### config.mk
export PLATFORM = sky130hd
export DESIGN_NAME = gscc_ctrl
export DESIGN_NICKNAME = d
export VERILOG_FILES = /design/src/rtl/core/gscc_pkg.sv /design/src/rtl/core/gscc_ctrl.sv
export SDC_FILE = /design/constraint.sdc
export NUM_CORES = 1
export LEC_CHECK = 0
export ABC_AREA = 1
export BUFFER_PORTS_ARGS = -buffer_cell sky130_fd_sc_hd__buf_4
export CORE_AREA = 5 5 42 44
export CTS_BUF_LIST = sky130_fd_sc_hd__clkbuf_8 sky130_fd_sc_hd__clkbuf_16
export DETAILED_ROUTE_END_ITERATION = 8
export DIE_AREA = 0 0 47 49
export PLACE_DENSITY = 0.63
export SYNTH_ARGS = -nofsm -noshare
export SYNTH_HDL_FRONTEND = slang
export SYNTH_SLANG_ARGS = --single-unit
### constraint.sdc
create_clock -name aclk -period 2.75 [get_ports aclk]
set_clock_uncertainty 0.2 [all_clocks]
set_input_delay 0.1375 -clock aclk [delete_from_list [all_inputs] [get_ports aclk]]
set_output_delay 0.1375 -clock aclk [all_outputs]
set_load 0.01 [all_outputs]
### src/rtl/core/gscc_pkg.sv
// Shared types, field layout and fixed-point helpers for the gated causal convolution unit.
package gscc_pkg;

    localparam int DataW = 16;
    localparam int FracW = 12;
    localparam int LayerW = 4;
    localparam int ChanW = 10;
    localparam int TapW = 2;
    localparam int ProdW = 2 * DataW;
    localparam int RsW = 40;
    localparam int QW = RsW - FracW + 1;

    localparam int CHANNELS_DEF = 1024;
    localparam int TAPS_DEF = 3;
    localparam int LAYERS_DEF = 16;

    // Slave-side tdata layout, lowest bit first.
    localparam int S_LAYER_LSB = 0;
    localparam int S_CHAN_LSB = S_LAYER_LSB + LayerW;
    localparam int S_TAP_LSB = S_CHAN_LSB + ChanW;
    localparam int S_WEIGHT_LSB = S_TAP_LSB + TapW;
    localparam int S_B_LSB = S_WEIGHT_LSB + DataW;
    localparam int S_C_LSB = S_B_LSB + DataW;
    localparam int S_X_LSB = S_C_LSB + DataW;
    localparam int S_TDATA_W = ((S_X_LSB + DataW + 7) / 8) * 8;

    // Slave-side tuser layout.
    localparam int S_FUNC_BIT = 0;
    localparam int S_FIRST_BIT = 1;
    localparam int S_TUSER_W = 2;

    // Master-side tdata layout.
    localparam int M_Y_LSB = 0;
    localparam int M_LAYER_LSB = M_Y_LSB + DataW;
    localparam int M_CHAN_LSB = M_LAYER_LSB + LayerW;
    localparam int M_USED_W = M_CHAN_LSB + ChanW;
    localparam int M_TDATA_W = ((M_USED_W + 7) / 8) * 8;

    localparam logic FUNC_LOAD = 1'b0;
    localparam logic FUNC_SAMPLE = 1'b1;

    localparam logic [RsW:0] RND_HALF = (RsW + 1)'(2 ** (FracW - 1));
    localparam logic signed [QW-1:0] QMAX = QW'(2 ** (DataW - 1) - 1);
    localparam logic signed [QW-1:0] QMIN = -QMAX - QW'(1);

    typedef struct packed {
        logic latch;
        logic rd;
        logic mul_bx;
        logic bx;
        logic mul_tap;
        logic acc;
        logic conv;
        logic hist_wr;
        logic mul_gate;
        logic load_out;
        logic w_wr;
        logic clr_wr;
    } cmd_t;

    typedef struct packed {
        logic is_sample;
        logic in_range;
        logic tap_ok;
        logic k_last;
        logic clr_last;
        logic out_busy;
    } status_t;

    // Q16.24 to Q4.12 with round half up and saturation.
    function automatic logic signed [DataW-1:0] round_sat(input logic signed [RsW-1:0] v);
        logic [RsW:0] t;
        logic signed [QW-1:0] q;
        logic signed [DataW-1:0] r;
        t = {v[RsW-1], v} + RND_HALF;
        q = $signed(t[RsW:FracW]);
        if (q > QMAX) begin
            r = QMAX[DataW-1:0];
        end else if (q < QMIN) begin
            r = QMIN[DataW-1:0];
        end else begin
            r = q[DataW-1:0];
        end
        return r;
    endfunction

endpackage

### src/rtl/core/gscc_ctrl.sv
// Sequencing state machine for the gated causal convolution unit.
module gscc_ctrl
    import gscc_pkg::*;
(
    input  logic    aclk,
    input  logic    aresetn,
    input  logic    s_tvalid,
    output logic    s_tready,
    input  status_t status,
    output cmd_t    cmd
);

    localparam logic [3:0] ST_CLEAR = 4'd0;
    localparam logic [3:0] ST_IDLE = 4'd1;
    localparam logic [3:0] ST_DECODE = 4'd2;
    localparam logic [3:0] ST_BX = 4'd3;
    localparam logic [3:0] ST_MUL = 4'd4;
    localparam logic [3:0] ST_ACC = 4'd5;
    localparam logic [3:0] ST_CONV = 4'd6;
    localparam logic [3:0] ST_GATE = 4'd7;
    localparam logic [3:0] ST_OUT = 4'd8;

    logic [3:0] state_reg;
    logic [3:0] state_next;

    always_ff @(posedge aclk) begin
        if (!aresetn) begin
            state_reg <= ST_CLEAR;
        end else begin
            state_reg <= state_next;
        end
    end

    assign s_tready = (state_reg == ST_IDLE);

    always_comb begin
        state_next = state_reg;
        cmd = '0;
        case (state_reg)
            ST_CLEAR: begin
                cmd.clr_wr = 1'b1;
                if (status.clr_last) begin
                    state_next = ST_IDLE;
                end
            end
            ST_IDLE: begin
                if (s_tvalid) begin
                    cmd.latch = 1'b1;
                    state_next = ST_DECODE;
                end
            end
            ST_DECODE: begin
                if (!status.in_range) begin
                    state_next = ST_IDLE;
                end else if (!status.is_sample) begin
                    cmd.w_wr = status.tap_ok;
                    state_next = ST_IDLE;
                end else begin
                    cmd.rd = 1'b1;
                    cmd.mul_bx = 1'b1;
                    state_next = ST_BX;
                end
            end
            ST_BX: begin
                cmd.bx = 1'b1;
                state_next = ST_MUL;
            end
            ST_MUL: begin
                cmd.mul_tap = 1'b1;
                state_next = ST_ACC;
            end
            ST_ACC: begin
                cmd.acc = 1'b1;
                state_next = status.k_last ? ST_CONV : ST_MUL;
            end
            ST_CONV: begin
                cmd.conv = 1'b1;
                cmd.hist_wr = 1'b1;
                state_next = ST_GATE;
            end
            ST_GATE: begin
                cmd.mul_gate = 1'b1;
                state_next = ST_OUT;
            end
            ST_OUT: begin
                if (!status.out_busy) begin
                    cmd.load_out = 1'b1;
                    state_next = ST_IDLE;
                end
            end
            default: begin
                state_next = ST_IDLE;
            end
        endcase
    end

endmodule

Word-level counts from Yosys, hierarchy flattened
Index checks and enable logic that the tools add are counted.
Word-level totals
  register bits after elaboration: 4
  input port bits: 9
  output and inout port bits: 13
Operators by class
  eq/ne operators: 11
  mux-type cells: 23
  reduce and logical (&&, ||, !) cells: 2
Operators by type and width (number)
  one-hot mux 4 bit (9 select lines): 1
  == test 4 x 3 -> 1 bit, second input constant: 4
  2-to-1 mux 4 bit: 4
  2-to-1 mux 1 bit: 12
  2-to-1 mux 2 bit: 6
  == test 4 x 2 -> 1 bit, second input constant: 2
  != test 2 bit, second input constant: 3
  == test 4 x 1 -> 1 bit, second input constant: 1
  == test 4 bit, second input constant: 1
  logical NOT 4 bit: 1
  AND reduction 3 bit: 1

Logic depth before layout (Yosys ltp)
Gate-level depths: netlist of the first run.
  word-level depth: 3
  gate-level depth with buffers: 7

Least setup slack after synthesis of the first run
No wires, ideal clock.
  path type: reg-to-output
  start: register state_reg[3]
  end: output cmd[1] (netlist name)
  arrival time: 0.938 ns
  path slack: 1.474 ns
  stages on the path, launching flop included: 4
  buffers on the path: 0
  path through: dfxtp_1 nor2_1 nand2_1 nor4_1
RTL lines
  from (decl): RTL line gscc_ctrl.sv:23  | logic [3:0] state_reg;
  from (signal assigned): RTL line gscc_ctrl.sv:30  | state_reg <= state_next;
  to (decl): RTL line gscc_ctrl.sv:10  | output cmd_t cmd

==> flow_summary.ini, run 1 <==
[clock_tree]
clock-sinks = 4
h-tree-depth = 1
path_clk_slew_ns = 0.03
post_cts_resized = 0
cts_root_buf = clkbuf_8
cts_tree = built
clk_latency_ns = 0.22
clock_path_buffers = 2
numCtsBuffers = 3

[synthesis]
syn_nets = 67
synthesis.area_um2 = 325.3
ys_top_cells_by_area = dfxtp_1, inv_1, nor2_1
yosysTopAreaCellShare_pct = 24.62
ys_types = 15
netlist_instances = 58
yosysWarnings = 0
yosysSeqAreaShare_pct = 24.62
avgSynthCellArea_um2 = 5.609
ys_ff_latch = 4
synth_top_cell_by_area = dfxtp_1

[sta]
holdWs_ns = 0.09880
maxSlewViolCount = 0
finalSetupViolCount = 0
rsz0062_at_grt = no
slew_headroom_pct = 83.39
fin_crit_ns = 1.523
post-route-period-util_pct = 55.39
hold_viol = 0
timing.fmax_mhz = 656.5
tns_ns = 0
tightest_slew_ns = 0.2482

[detailed_routing]
viasPerCell = 4.392
drt_iter0_markers = 7
route.met2.wl_um = 395
wl_um = 892
vias = 426
highest_layer = met4
avgRoutedWirePerCell_um = 9.196
drc = 0
drt-met1-wl_um = 357
antenna_left = 0
firstDrtPassIters = 4
routed-wl-met3_um = 111

[critical_path]
rr_endpoint = state_reg[1]
critical_path_class = register to output port
worstSetupStartpointType = register
reg2regPathDepth = 6
arrival_ns = 1.19
r2r_start = state_reg[1]
end_kind = output port
worst-r2r-setup-slack_ns = 1.47
cp_max_fo = 5
cp.required_ns = 2.41

[worst_hold_path]
whs_path_depth = 4
hold_start = status[0]
hold_class = input pin to register
min_to = state_reg[0]

[floorplan]
die_width_um = 47
ios = 22
die-area_mm2 = 0.002303
std_cell_rows = 14
start_util_pct = 23.21
die_y_um = 49
core_mm2 = 0.001401

[placement]
dp.cells = 93
place_hpwl_um = 786.8
portBuffers = 21
place.gp.congestion = 0.8064

[cells_and_area]
largest_reg_flops = 4
layout.nets = 92
final_cells = 97
synthToLayoutAreaGrowth_pct = 65.77
drive_above_1_share_pct = 37.04
insertedDiodeCount = 0

[job]
max-cap-violations = 0

[grt]
antenna_found_initial = 0
grt_pass1_vias = 382
grt-ovfl-total = 0
grt_max_degree = 6
grt.total_usage_pct = 8.598
grt_pass1_wl_mm = 1.435

[power_and_ir_drop]
power_uw = 249.1
p_leak_uw = 0.0003112
vdd_drop_max_uv = 296.1
p_per_area_mw_per_mm2 = 461.9

[run_status]
status = completed
[cell usage in the layout, fill, tap and decap left out, drive strengths merged, types with 2 or more instances in the layout]
master  count
nand3       5
dfxtp       4
nor3        2
clkbuf      3
nor2       15
nand2      12
inv        13
buf        21
[cell usage after synthesis]
master	instances
nand2_1	10
nor2_2	3
a21oi_1	1
o21a_1	1
nand2_2	2
nor3_1	2
nand3b_1	1
inv_1	12
dfxtp_1	4
buf_4	2
nor4_1	1
inv_2	1
nor2_1	12
nand3_1	5
nand4_1	1
[power by group]
group | total (uW) | internal [uW] | leakage (uW) | switching (uW)
registers | 65.8 | 62.1 | 0.0000327 | 3.66
clock network | 122 | 93.1 | 0.0000216 | 28.5
logic | 61.8 | 29.0 | 0.000257 | 32.8
[what timing repair did]
action | 4_1_cts | 5_1_grt
hold endpoints to repair | 2 | 0
buffers inserted | 0 | 0
hold buffers | 1 | 0
[layer usage]
layer  up-vias  global-route usage (%)
li1        223                       -
met4         0                   5.530
met5         -                       0
met2        22                   13.80
met1       177                   9.471
met3         4                   2.214
[critical path: stages (launching register included)]
cell     delay (ns)
dfxtp_1        0.34
nor2_1         0.23
nand2_1        0.07
nor4_1         0.17
buf_4          0.17
[worst max-delay path by stage]
stage	to	slack (ns)	depth (start not counted)	start
floorplan	cmd[1]	1.47	3	state_reg[3]
global placement	cmd[1]	1.46	4	state_reg[3]
global route	cmd[1]	1.13	4	state_reg[3]
finish	cmd[1]	1.23	4	state_reg[3]
detailed placement	cmd[1]	1.44	4	state_reg[3]
CTS	cmd[1]	1.21	4	state_reg[3]
[cell type report]
class,count,area [um2]
Multi-Input combinational cell,39,181.4
Tap cell,16,20.02
Inverter,13,48.80
Fill cell,165,862.1
Sequential cell,4,80.08
Clock buffer,3,41.29
Timing Repair Buffer,22,167.7
[cells by family after synthesis]
kind of cell | share of synthesized area (%)
flip-flops | 24.62
AND/OR/NAND/NOR | 51.93
AO/OA/AOI/OAI | 3.846
buffers and inverters | 19.61
[stage by stage]
step	setup slack (ns)	util (%)	instance area (um2)
after floorplan	1.474	-	325.3
after global routing	1.129	38.48	539.3
after global placement	1.462	34.82	488.0
after CTS	1.207	38.48	539.3
final	1.227	38.48	539.3
after detailed placement	1.438	34.82	488.0
No activity file was read; power rests on OpenSTA's default activity.
==> inputs of run 2 (changes only) <==
==> constraint.sdc (replaced) <==
create_clock -name aclk -period 1.5 [get_ports aclk]
set_clock_uncertainty 0.2 [all_clocks]
set_input_delay 0.075 -clock aclk [delete_from_list [all_inputs] [get_ports aclk]]
set_output_delay 0.075 -clock aclk [all_outputs]
set_load 0.01 [all_outputs]
==> run 2 against run 1 <==
Clock power increased by 84%; critical endpoint unchanged; critical path type unchanged; die area unchanged; largest power group unchanged; sequential share of layout area about the same; total power increased by 85%; sequential power increased by 85%; design area increased by 3.0%; first-iteration DRC count decreased by 57%; combinational power increased by 86%; register-to-register slack got worse by 1.3 ns; worst setup slack got worse by 1.1 ns.
==> flow_summary.ini, run 2 (same netlist as run 1, synthesis figures left out) <==
[cells_and_area]
layout_common_cells = buf_4, inv_1, nor2_1, nand2_1, nand3_1
layout.nets = 92
largest_reg_flops = 4
insertedDiodeCount = 0
synthToLayoutAreaGrowth_pct = 70.77
nFillCells = 169
drive_above_1_share_pct = 41.98
final_cells = 97
mostFrequentLayoutCell = buf_4

[detailed_routing]
drt_iter0_markers = 3
viasPerCell = 4.361
wl_um = 970
firstDrtPassIters = 4
avgRoutedWirePerCell_um = 10.00
drc = 0
vias = 423
antenna_left = 0

[critical_path]
arrival_ns = 1.14
critical_path_class = register to output port
end_kind = output port
worstSetupStartpointType = register
cp.required_ns = 1.22
rr_endpoint = state_reg[1]
reg2regPathDepth = 6
worst-r2r-setup-slack_ns = 0.20
r2r_start = state_reg[1]
cp_max_fo = 4

[power_and_ir_drop]
vdd_drop_max_uv = 492.9
p_per_area_mw_per_mm2 = 828.5
p_leak_uw = 0.0003157

[clock_tree]
h-tree-depth = 1
clock_path_buffers = 2
cts_tree = built
numCtsBuffers = 3
clock-sinks = 4
clk_latency_ns = 0.22
cts_setup_buffers = 0
cts_root_buf = clkbuf_8
path_clk_slew_ns = 0.03

[sta]
fin_crit_ns = 1.410
finalSetupViolCount = 0
tightest_slew_ns = 0.2564
maxSlewViolCount = 0
tns_ns = 0
finalWorstSetupSlack_ns = 0.08983
timing.fmax_mhz = 709.1
post-route-period-util_pct = 94.01
slew_headroom_pct = 82.85
rsz0062_at_grt = yes
hold_viol = 0

[floorplan]
die_y_um = 49
core_mm2 = 0.001401
die-area_mm2 = 0.002303
std_cell_rows = 14
start_util_pct = 23.21
ios = 22
die_width_um = 47

[run_status]
status = completed

[worst_hold_path]
hold_class = input pin to register
hold_start = status[0]
whs_path_depth = 4
min_to = state_reg[0]

[grt]
grt_max_degree = 6
grt-ovfl-total = 0
grt_pass1_wl_mm = 1.442
grt_pass1_vias = 379
grt.total_usage_pct = 8.937
antenna_found_initial = 0

[placement]
place_hpwl_um = 794.3
dp.cells = 93
place.gp.congestion = 0.8064
place_ws_ns = 0.2225
portBuffers = 21

[job]
max-cap-violations = 0
==> run 2: cell types whose count changed in the layout (fill, tap and decap cells not counted) <==
cell	before	now
dfxtp_1	4	2
dfxtp_2	0	2
nor2_1	12	11
nor2_4	0	1
nor4_1	1	0
nor4_2	0	1
==> run 2: power breakdown <==
| part | internal [uW] | total [uW] | leakage [uW] | switching, uW |
|---|---|---|---|---|
| registers | 114 | 122 | 0.0000337 | 7.49 |
| logic | 53.7 | 115 | 0.000260 | 61.2 |
| clock network | 171 | 224 | 0.0000216 | 52.9 |
==> run 2: critical path, cell delays in order (launching register included) <==
cell     delay [ns]
dfxtp_1        0.32
inv_1          0.10
nand2_1        0.11
nor4_2         0.23
buf_4          0.16
==> run 2: layout make-up <==
class / instances / area, um2 / area share, %
Tap cell: 16 / 20.02 / 3.604
Inverter: 13 / 48.80 / 8.784
Clock buffer: 3 / 41.29 / 7.432
Multi-Input combinational cell: 39 / 195.2 / 35.14
Sequential cell: 4 / 82.58 / 14.86
Timing Repair Buffer: 22 / 167.7 / 30.18
==> run 2: worst max path at each step <==
stage	from	endpoint	slack [ns]	cells past startpoint
final	state_reg[0]	cmd[1]	0.09	4
after global routing	state_reg[0]	cmd[1]	-0.003	4
after CTS	state_reg[3]	cmd[1]	0.04	4
after detailed placement	state_reg[1]	state_reg[1]	0.22	6
after global placement	state_reg[1]	state_reg[1]	0.23	6
after floorplan	state_reg[3]	cmd[1]	0.29	3
==> run 2: through the flow <==
stage / area, um2 / util [%] / hold slack, ns / total power (uW)
5_1_grt: 555.5 / 39.64 / 0.05210 / 492.7
6_report: 555.5 / 39.64 / 0.03628 / 460.2
3_3_place_gp: 488.0 / 34.82 / 0.1049 / 232.4
4_1_cts: 541.8 / 38.66 / 0.03600 / 468.0
2_1_floorplan: 325.3 / - / -0.007538 / 183.8
3_5_place_dp: 488.0 / 34.82 / 0.1060 / 234.5
==> run 2: timing repair <==
action,in CTS,in global routing
pin swaps,0,0
resized for setup,1,4
hold endpoints to repair,4,0
hold buffers,1,0
endpoints found under the setup margin,1,1
==> run 2: routing by layer <==
| metal | part of all wire, % | up-vias | track usage (%) | wire [um] |
|---|---|---|---|---|
| met5 | 0 | - | 0 | 0 |
| met4 | 3.7 | 0 | 6.912 | 36 |
| met3 | 9.8 | 5 | 3.321 | 95 |
| met2 | 51 | 19 | 14.03 | 491 |
| met1 | 36 | 178 | 8.991 | 347 |
| li1 | - | 221 | - | - |
